===== src/sv/wsd_pkg.sv =====
package wsd_pkg;

  localparam int LENGTH_BITS_DEF = 32;
  localparam int QUEUE_DEPTH_DEF = 4;

  localparam logic [3:0] OP_CLOSE  = 4'd8;
  localparam logic [3:0] OP_PING   = 4'd9;
  localparam logic [3:0] OP_DATA_MAX = 4'd2;
  localparam logic [6:0] LEN_EXT16 = 7'd126;
  localparam logic [6:0] LEN_EXT64 = 7'd127;

  typedef enum logic [2:0] {
    PH_HDR0,
    PH_HDR1,
    PH_EXT,
    PH_KEY,
    PH_DATA,
    PH_CLOSED
  } phase_t;

  typedef enum logic [2:0] {
    KIND_MSG    = 3'd0,
    KIND_PING   = 3'd1,
    KIND_REASON = 3'd2,
    KIND_CODE   = 3'd3,
    KIND_END    = 3'd4
  } kind_t;

  // one queued result, still masked; the back end unmasks and formats it
  typedef struct packed {
    logic [7:0] rx;
    logic [7:0] key;
    kind_t      kind;
    logic [7:0] close_hi;
    logic       msg_end;
    logic       len_err;
  } wsd_item_t;

  typedef struct packed {
    logic full;
    logic empty;
  } wsd_q_status_t;

endpackage


===== src/sv/wsd_front.sv =====
module wsd_front
  import wsd_pkg::*;
#(
  parameter int LENGTH_BITS = LENGTH_BITS_DEF
) (
  input  logic      clk,
  input  logic      rst_n,
  input  logic      acc,
  input  logic [7:0] rx,
  output logic      push,
  output wsd_item_t item,
  output logic      closed
);

  phase_t                 phase_r, phase_nxt;
  logic                   fin_r, fin_nxt;
  logic [3:0]             op_r, op_nxt;
  logic                   mask_r, mask_nxt;
  logic [2:0]             cnt_r, cnt_nxt;
  logic [LENGTH_BITS-1:0] rem_r, rem_nxt;
  logic                   ovf_r, ovf_nxt;
  logic [31:0]            key_r, key_nxt;
  logic [1:0]             pidx_r, pidx_nxt;
  logic [7:0]             hi_r, hi_nxt;
  logic [1:0]             cseen_r, cseen_nxt;

  logic [7:0]             key_b;
  logic [7:0]             b;
  logic                   is_data;
  logic                   last;
  logic [LENGTH_BITS-1:0] rem_dec;
  logic [LENGTH_BITS-1:0] rem_shift;
  logic                   ovf_shift;
  logic                   ld_go;
  logic                   ld_mask;
  logic                   ld_ovf;
  logic [LENGTH_BITS-1:0] ld_rem;
  logic                   fb_go;
  logic [LENGTH_BITS-1:0] fb_rem;

  always_comb begin
    case (pidx_r)
      2'd0:    key_b = key_r[31:24];
      2'd1:    key_b = key_r[23:16];
      2'd2:    key_b = key_r[15:8];
      default: key_b = key_r[7:0];
    endcase
    if (!mask_r) key_b = 8'h00;
  end

  assign b         = rx ^ key_b;
  assign is_data   = (op_r <= OP_DATA_MAX);
  assign rem_dec   = rem_r - {{(LENGTH_BITS-1){1'b0}}, 1'b1};
  assign last      = (rem_dec == '0);
  assign rem_shift = {rem_r[LENGTH_BITS-9:0], rx};
  // any bits pushed out of the top mean the frame length does not fit
  assign ovf_shift = ovf_r | (|rem_r[LENGTH_BITS-1 -: 8]);
  assign closed    = (phase_r == PH_CLOSED);

  always_ff @(posedge clk) begin
    if (!rst_n) begin
      phase_r <= PH_HDR0;
      fin_r   <= 1'b0;
      op_r    <= '0;
      mask_r  <= 1'b0;
      cnt_r   <= '0;
      rem_r   <= '0;
      ovf_r   <= 1'b0;
      key_r   <= '0;
      pidx_r  <= '0;
      hi_r    <= '0;
      cseen_r <= '0;
    end else begin
      phase_r <= phase_nxt;
      fin_r   <= fin_nxt;
      op_r    <= op_nxt;
      mask_r  <= mask_nxt;
      cnt_r   <= cnt_nxt;
      rem_r   <= rem_nxt;
      ovf_r   <= ovf_nxt;
      key_r   <= key_nxt;
      pidx_r  <= pidx_nxt;
      hi_r    <= hi_nxt;
      cseen_r <= cseen_nxt;
    end
  end

  always_comb begin
    phase_nxt = phase_r;
    fin_nxt   = fin_r;
    op_nxt    = op_r;
    mask_nxt  = mask_r;
    cnt_nxt   = cnt_r;
    rem_nxt   = rem_r;
    ovf_nxt   = ovf_r;
    key_nxt   = key_r;
    pidx_nxt  = pidx_r;
    hi_nxt    = hi_r;
    cseen_nxt = cseen_r;

    ld_go   = 1'b0;
    ld_mask = mask_r;
    ld_ovf  = ovf_shift;
    ld_rem  = rem_shift;
    fb_go   = 1'b0;
    fb_rem  = rem_r;

    push          = 1'b0;
    item.rx       = rx;
    item.key      = key_b;
    item.kind     = KIND_END;
    item.close_hi = hi_r;
    item.msg_end  = 1'b0;
    item.len_err  = 1'b0;

    if (acc) begin
      case (phase_r)
        PH_HDR0: begin
          fin_nxt   = rx[7];
          op_nxt    = rx[3:0];
          key_nxt   = '0;
          phase_nxt = PH_HDR1;
        end
        PH_HDR1: begin
          mask_nxt = rx[7];
          ovf_nxt  = 1'b0;
          rem_nxt  = '0;
          if (rx[6:0] == LEN_EXT16) begin
            cnt_nxt   = 3'd1;
            phase_nxt = PH_EXT;
          end else if (rx[6:0] == LEN_EXT64) begin
            cnt_nxt   = 3'd7;
            phase_nxt = PH_EXT;
          end else begin
            rem_nxt = {{(LENGTH_BITS-7){1'b0}}, rx[6:0]};
            ld_go   = 1'b1;
            ld_mask = rx[7];
            ld_ovf  = 1'b0;
            ld_rem  = {{(LENGTH_BITS-7){1'b0}}, rx[6:0]};
          end
        end
        PH_EXT: begin
          rem_nxt = rem_shift;
          ovf_nxt = ovf_shift;
          if (cnt_r == '0) ld_go = 1'b1;
          else cnt_nxt = cnt_r - 3'd1;
        end
        PH_KEY: begin
          key_nxt = {key_r[23:0], rx};
          if (cnt_r == '0) fb_go = 1'b1;
          else cnt_nxt = cnt_r - 3'd1;
        end
        PH_DATA: begin
          pidx_nxt = pidx_r + 2'd1;
          rem_nxt  = rem_dec;
          if (last) phase_nxt = PH_HDR0;
          if (is_data) begin
            push         = 1'b1;
            item.kind    = KIND_MSG;
            item.msg_end = last & fin_r;
          end else if (op_r == OP_PING) begin
            push      = 1'b1;
            item.kind = KIND_PING;
          end else if (op_r == OP_CLOSE) begin
            if (cseen_r == 2'd0) begin
              hi_nxt    = b;
              cseen_nxt = 2'd1;
              // close with a single byte: no code, just the end
              if (last) begin
                phase_nxt    = PH_CLOSED;
                push         = 1'b1;
                item.kind    = KIND_END;
                item.msg_end = 1'b1;
              end
            end else begin
              if (last) phase_nxt = PH_CLOSED;
              push         = 1'b1;
              item.msg_end = last;
              if (cseen_r == 2'd1) begin
                cseen_nxt = 2'd2;
                item.kind = KIND_CODE;
              end else begin
                item.kind = KIND_REASON;
              end
            end
          end
        end
        default: ;
      endcase
    end

    if (ld_go) begin
      if (ld_ovf) begin
        phase_nxt    = PH_CLOSED;
        push         = 1'b1;
        item.kind    = KIND_END;
        item.msg_end = 1'b1;
        item.len_err = 1'b1;
      end else if (ld_mask) begin
        cnt_nxt   = 3'd3;
        phase_nxt = PH_KEY;
      end else begin
        fb_go  = 1'b1;
        fb_rem = ld_rem;
      end
    end

    if (fb_go) begin
      pidx_nxt  = '0;
      cseen_nxt = '0;
      if (fb_rem != '0) begin
        phase_nxt = PH_DATA;
      end else if (op_r == OP_CLOSE) begin
        phase_nxt    = PH_CLOSED;
        push         = 1'b1;
        item.kind    = KIND_END;
        item.msg_end = 1'b1;
      end else begin
        phase_nxt = PH_HDR0;
        if (is_data && fin_r) begin
          push         = 1'b1;
          item.kind    = KIND_END;
          item.msg_end = 1'b1;
        end
      end
    end
  end

endmodule


===== src/sv/wsd_queue.sv =====
module wsd_queue
  import wsd_pkg::*;
#(
  parameter int QUEUE_DEPTH = QUEUE_DEPTH_DEF
) (
  input  logic          clk,
  input  logic          rst_n,
  input  logic          push,
  input  wsd_item_t     push_item,
  input  logic          pop,
  output wsd_item_t     pop_item,
  output wsd_q_status_t status
);

  localparam int PW = $clog2(QUEUE_DEPTH);
  localparam int CW = $clog2(QUEUE_DEPTH + 1);
  localparam logic [PW-1:0] PTR_LAST = PW'(QUEUE_DEPTH - 1);
  localparam logic [CW-1:0] CNT_FULL = CW'(QUEUE_DEPTH);

  wsd_item_t     mem [QUEUE_DEPTH];
  logic [PW-1:0] wr_ptr_r, wr_ptr_nxt;
  logic [PW-1:0] rd_ptr_r, rd_ptr_nxt;
  logic [CW-1:0] cnt_r, cnt_nxt;
  logic          do_push;
  logic          do_pop;

  assign status.full  = (cnt_r == CNT_FULL);
  assign status.empty = (cnt_r == '0);
  assign do_push      = push & ~status.full;
  assign do_pop       = pop & ~status.empty;
  assign pop_item     = mem[rd_ptr_r];

  always_comb begin
    wr_ptr_nxt = wr_ptr_r;
    rd_ptr_nxt = rd_ptr_r;
    cnt_nxt    = cnt_r;
    if (do_push) wr_ptr_nxt = (wr_ptr_r == PTR_LAST) ? '0 : wr_ptr_r + 1'b1;
    if (do_pop)  rd_ptr_nxt = (rd_ptr_r == PTR_LAST) ? '0 : rd_ptr_r + 1'b1;
    case ({do_push, do_pop})
      2'b10:   cnt_nxt = cnt_r + 1'b1;
      2'b01:   cnt_nxt = cnt_r - 1'b1;
      default: cnt_nxt = cnt_r;
    endcase
  end

  always_ff @(posedge clk) begin
    if (!rst_n) begin
      wr_ptr_r <= '0;
      rd_ptr_r <= '0;
      cnt_r    <= '0;
    end else begin
      wr_ptr_r <= wr_ptr_nxt;
      rd_ptr_r <= rd_ptr_nxt;
      cnt_r    <= cnt_nxt;
    end
  end

  always_ff @(posedge clk) begin
    if (do_push) mem[wr_ptr_r] <= push_item;
  end

endmodule


===== src/sv/wsd_back.sv =====
module wsd_back
  import wsd_pkg::*;
(
  input  logic          clk,
  input  logic          rst_n,
  input  wsd_item_t     item,
  input  wsd_q_status_t q_status,
  output logic          pop,
  output logic          out_tvalid,
  input  logic          out_tready,
  output logic [23:0]   out_tdata,
  output logic [3:0]    out_tuser,
  output logic          out_tlast
);

  logic        valid_r, valid_nxt;
  logic [23:0] data_r, data_nxt;
  logic [3:0]  user_r, user_nxt;
  logic        last_r, last_nxt;
  logic [7:0]  b;
  logic        load;

  assign b    = item.rx ^ item.key;
  assign load = ~q_status.empty & (~valid_r | out_tready);
  assign pop  = load;

  always_comb begin
    valid_nxt = valid_r;
    data_nxt  = data_r;
    user_nxt  = user_r;
    last_nxt  = last_r;
    if (load) begin
      valid_nxt = 1'b1;
      user_nxt  = {item.len_err, item.kind};
      last_nxt  = item.msg_end;
      case (item.kind)
        KIND_MSG, KIND_PING, KIND_REASON: data_nxt = {16'h0000, b};
        KIND_CODE:                        data_nxt = {item.close_hi, b, 8'h00};
        default:                          data_nxt = '0;
      endcase
    end else if (out_tready) begin
      valid_nxt = 1'b0;
    end
  end

  always_ff @(posedge clk) begin
    if (!rst_n) valid_r <= 1'b0;
    else        valid_r <= valid_nxt;
  end

  always_ff @(posedge clk) begin
    data_r <= data_nxt;
    user_r <= user_nxt;
    last_r <= last_nxt;
  end

  assign out_tvalid = valid_r;
  assign out_tdata  = data_r;
  assign out_tuser  = user_r;
  assign out_tlast  = last_r;

endmodule


===== src/sv/websocket_frame_deframer.sv =====
// channel | dir | tdata                             | tuser                     | tlast
// in_     | in  | [7:0] rx_byte                     | -                         | -
// out_    | out | [7:0] payload_byte [23:8] close_code | [2:0] kind [3] length_error | message_end
//
// One byte per cycle while the result queue has room; header and unmask logic is combinational.
// Each result is written to the queue at the byte's accepting edge, then loaded into the
// output register that drives out_tvalid when that register is empty or being drained.
// rst_n is synchronous; after reset the parser waits for the first header byte.
// in_tready drops only when the result queue is full; out stalls fill the queue.
// After a close or a length error every byte is still taken and dropped.
module websocket_frame_deframer
  import wsd_pkg::*;
#(
  parameter int LENGTH_BITS = LENGTH_BITS_DEF,
  parameter int QUEUE_DEPTH = QUEUE_DEPTH_DEF
) (
  input  logic        clk,
  input  logic        rst_n,
  input  logic        in_tvalid,
  output logic        in_tready,
  input  logic [7:0]  in_tdata,   // [7:0] rx_byte
  output logic        out_tvalid,
  input  logic        out_tready,
  output logic [23:0] out_tdata,  // [7:0] payload_byte, [23:8] close_code
  output logic [3:0]  out_tuser,  // [2:0] kind, [3] length_error
  output logic        out_tlast
);

  logic          acc;
  logic          push;
  logic          pop;
  logic          closed;
  wsd_item_t     push_item;
  wsd_item_t     pop_item;
  wsd_q_status_t q_status;

  assign in_tready = ~q_status.full;
  assign acc       = in_tvalid & in_tready;

  wsd_front #(
    .LENGTH_BITS(LENGTH_BITS)
  ) u_front (
    .clk    (clk),
    .rst_n  (rst_n),
    .acc    (acc),
    .rx     (in_tdata),
    .push   (push),
    .item   (push_item),
    .closed (closed)
  );

  wsd_queue #(
    .QUEUE_DEPTH(QUEUE_DEPTH)
  ) u_queue (
    .clk       (clk),
    .rst_n     (rst_n),
    .push      (push),
    .push_item (push_item),
    .pop       (pop),
    .pop_item  (pop_item),
    .status    (q_status)
  );

  wsd_back u_back (
    .clk        (clk),
    .rst_n      (rst_n),
    .item       (pop_item),
    .q_status   (q_status),
    .pop        (pop),
    .out_tvalid (out_tvalid),
    .out_tready (out_tready),
    .out_tdata  (out_tdata),
    .out_tuser  (out_tuser),
    .out_tlast  (out_tlast)
  );

`ifndef NO_ASSERTIONS
  a_closed_silent: assert property (@(posedge clk) disable iff (!rst_n)
    closed |-> !push)
    else $error("result queued after link closed");

  a_err_ends: assert property (@(posedge clk) disable iff (!rst_n)
    out_tvalid && out_tuser[3] |-> out_tlast && out_tuser[2:0] == KIND_END)
    else $error("length error without end marker");

  a_code_no_byte: assert property (@(posedge clk) disable iff (!rst_n)
    out_tvalid && out_tuser[2:0] == KIND_CODE |-> out_tdata[7:0] == 8'h00)
    else $error("close code result carries a payload byte");

  a_push_room: assert property (@(posedge clk) disable iff (!rst_n)
    push |-> acc && !q_status.full)
    else $error("queue push without an accepted byte");
`endif

endmodule


===== config.mk =====
export PLATFORM = sky130hd
export DESIGN_NAME = websocket_frame_deframer
export DESIGN_NICKNAME = d
export VERILOG_FILES = /design/src/sv/wsd_pkg.sv /design/src/sv/wsd_front.sv /design/src/sv/wsd_queue.sv /design/src/sv/wsd_back.sv /design/src/sv/websocket_frame_deframer.sv
export SDC_FILE = /design/constraint.sdc
export NUM_CORES = 1
export LEC_CHECK = 0
export BUFFER_PORTS_ARGS = -buffer_cell sky130_fd_sc_hd__buf_4
export CORE_MARGIN = 5
export CORE_UTILIZATION = 30
export CTS_CLUSTER_DIAMETER = 150
export DETAILED_ROUTE_END_ITERATION = 7
export GPL_ROUTABILITY_DRIVEN = 0
export PLACE_DENSITY_LB_ADDON = 0.25
export SYNTH_ARGS = -nofsm -noshare
export SYNTH_HDL_FRONTEND = slang
export SYNTH_HIERARCHICAL = 1
export SYNTH_SLANG_ARGS = --single-unit

===== constraint.sdc =====
create_clock -name clk -period 12.14 [get_ports clk]
set_clock_uncertainty 0.15 [all_clocks]
set_input_delay 1.214 -clock clk [delete_from_list [all_inputs] [get_ports clk]]
set_output_delay 1.214 -clock clk [all_outputs]
set_load 0.05 [all_outputs]

==> flow_summary.yaml <==
timing:
  finalSetupViolations: 0
  tightest_slew_ns: 1.002
  finalHoldViolCount: 0
  tns_ns: 0
  period_share: 0.3788
  rsz0062_at_grt: "false"
  max_freq_mhz: 217.4
  period_needed_ns: 4.599
  relSlewSlack: 0.3287
  report.final.slew_viol_count: 0
clock_tree:
  path_clk_slew_ns: 0.06
  clock-root-buffer: "clkbuf_16"
  cts_buffers: 27
  clk_latency_ns: 0.55
  cts-resized-gates: 0
  postCtsSetupRepairBufs: 0
  cts_buffer_depth: 3
  h-tree-depth: 1
  hold_buffers: 0
  cts.sinks: 244
  cts_tree: "yes"
route:
  wl_met1_um: 11280
  drt_iter0_markers: 547
  dr_total_vias: 7309
  top_layer_used: "met4"
  finalWirelength_um: 25220
  wl_per_cell_um: 17.27
  dr_wl_met3_um: 1143
  wl_met2_um: 12290
  dr.pass1.iters: 5
  antenna_left: 0
  route.detailed.drc: 0
  vias_per_cell: 5.006
synth:
  syn_inst: 948
  netlist_area_um2: 10970
  syn_nets: 975
  syn_avg_cell_area_um2: 11.57
  yosysWarnings: 6
min_path:
  min_from: "u_front/ovf_r"
  hold_depth: 2
  hold_end: "u_front/ovf_r"
  min_path_type: "register to register"
floorplan:
  die_y_um: 201.2
  core_um2: 36350
  rows: 70
  die_area_um2: 40480
  io_pins: 43
  start_util: 0.3017
  die_w_um: 201.2
global_routing:
  grt_pass1_vias: 7270
  grt_max_degree: 81
  grt_antenna_before_repair: 0
  gr-total-overflow: 0
  grtUsageTotal: 0.1222
  grt_first_pass_wirelength_um: 40920
setup_path:
  crit_top_cell: "inv_1"
  crit_required_ns: 12.46
  rrSetupSlack_ns: 7.54
  r2r_end: "u_queue/cnt_r[2]"
  worst-setup-path-type: "register to register"
  end_kind: "register"
  r2r-start: "u_front/rem_r[1]"
  crit_fanout: 7
  crit_chain: "inv_1 -> ha_1 -> or3b_2 -> nor4_1 -> nor3_1 -> or3_1 -> nor4b_4 -> a31oi_1 -> nand2_1 -> nor2b_1 -> inv_1 -> ha_1 -> inv_1 -> fa_1 -> xor2_1 -> or3_1 -> a21boi_0"
  ff2ff_path_depth: 17
  worstPathArrival_ns: 4.92
  crit_path_start_kind: "register"
  cp_slowest_cell: "or3b_2"
  critPathMaxStageDelay_ns: 0.53
final_layout:
  design_area_um2: 12580
  final_core_util: 0.3462
  diodes: 0
  nNetsFinal: 998
  layout-drive-gt1-share: 0.1593
  syn_to_final_growth_pct: 14.77
power_and_ir_drop:
  leakage_nw: 4.293
  peakVddDrop_uv: 97.34
  power_density_nw_per_um2: 160.7
placed_design:
  io_buffers: 42
  dp_hpwl_um: 16060
  place_area_um2: 11700
job:
  cap_viol_max_count: 0
status:
  status: "finished, final reports clean"
critical path, delay by kind of cell, from the launching register on:
kind | cells | cell delay (ns)
AND/OR/NAND/NOR | 8 | 2.66
adder cells (fa/ha/maj) | 3 | 0.70
flip-flops | 1 | 0.34
AO/OA/AOI/OAI | 2 | 0.32
buffers and inverters | 3 | 0.28
XOR/XNOR | 1 | 0.07
worst max path at each step:
stage | start | endpoint | slack, ns
floorplan | out_tready | u_queue/cnt_r[2] | 7.58
global placement | in_tvalid | u_queue/cnt_r[2] | 7.24
detailed placement | in_tvalid | u_queue/cnt_r[2] | 7.14
CTS | u_front/rem_r[1] | u_queue/cnt_r[2] | 7.57
global route | u_front/rem_r[1] | u_queue/cnt_r[2] | 7.20
finish | u_front/rem_r[1] | u_queue/cnt_r[2] | 7.54
metal layers:
metal / vias up / GRT usage
met4: 0 / 0.02856
met5: - / 0
met3: 46 / 0.02272
li1: 3584 / -
met2: 158 / 0.2064
met1: 3521 / 0.1642
registers in the layout, indices dropped and copies added, names as in the netlist, 3 cells and up, named ones only:
signal            count
u_back/out_tdata     24
u_back/out_tuser      4
u_front/cnt_r         3
u_front/hi_r          8
u_front/key_r        32
u_front/op_r          4
u_front/phase_r       3
u_front/rem_r        32
u_queue/cnt_r         3
u_queue/mem         116
layout by cell type (no fill, tap or decap), drive strengths merged, types with 3 or more instances in the layout:
master   instances
edfxtp         145
nor2           130
dfxtp           99
nand2           62
buf             61
o21ai           46
a22oi           40
clkbuf          36
a21oi           33
nor3            32
mux4            29
xnor2           27
and2            27
inv             21
nor4            17
nand3           14
ha              14
a211oi          12
a221oi          10
o31ai            9
clkinv           9
a222oi           8
mux2i            8
nor2b            8
or3              8
or4              8
nand2b           7
nor3b            7
nand4            6
xor2             5
and3             4
a31oi            4
a2bb2oi          4
o21bai           3
or2              3
a22o             3
o21a             3
power by group:
group          internal (mW)  switching, mW  leakage [nW]  total, mW
registers              0.890         0.0233          2.21      0.913
clock network          0.473          0.333         0.430      0.806
logic                  0.109          0.195          1.65      0.304
total                   1.47          0.551          4.29       2.02
area by class of cell:
type                       instances  area, um2
timing repair buffer              61      457.9
fill                            3595      23760
multi-input combinational        617       4248
sequential                       244       6337
tap                              468      585.6
inverter                          20      75.07
clock buffer                      36      739.5
clock inverter                    14      141.4
metrics by stage:
step	worst slack, ns	power (mW)	cells	hold WS [ns]
finish	7.541	2.022	1460	0.3389
global route	7.196	2.118	1460	0.3767
CTS	7.566	2.052	1460	0.3385
detailed placement	7.136	1.232	1410	0.3292
global placement	7.243	1.231	1410	0.3256
floorplan	7.581	1.149	948	0.3099
No activity file was read; power rests on OpenSTA's default activity.
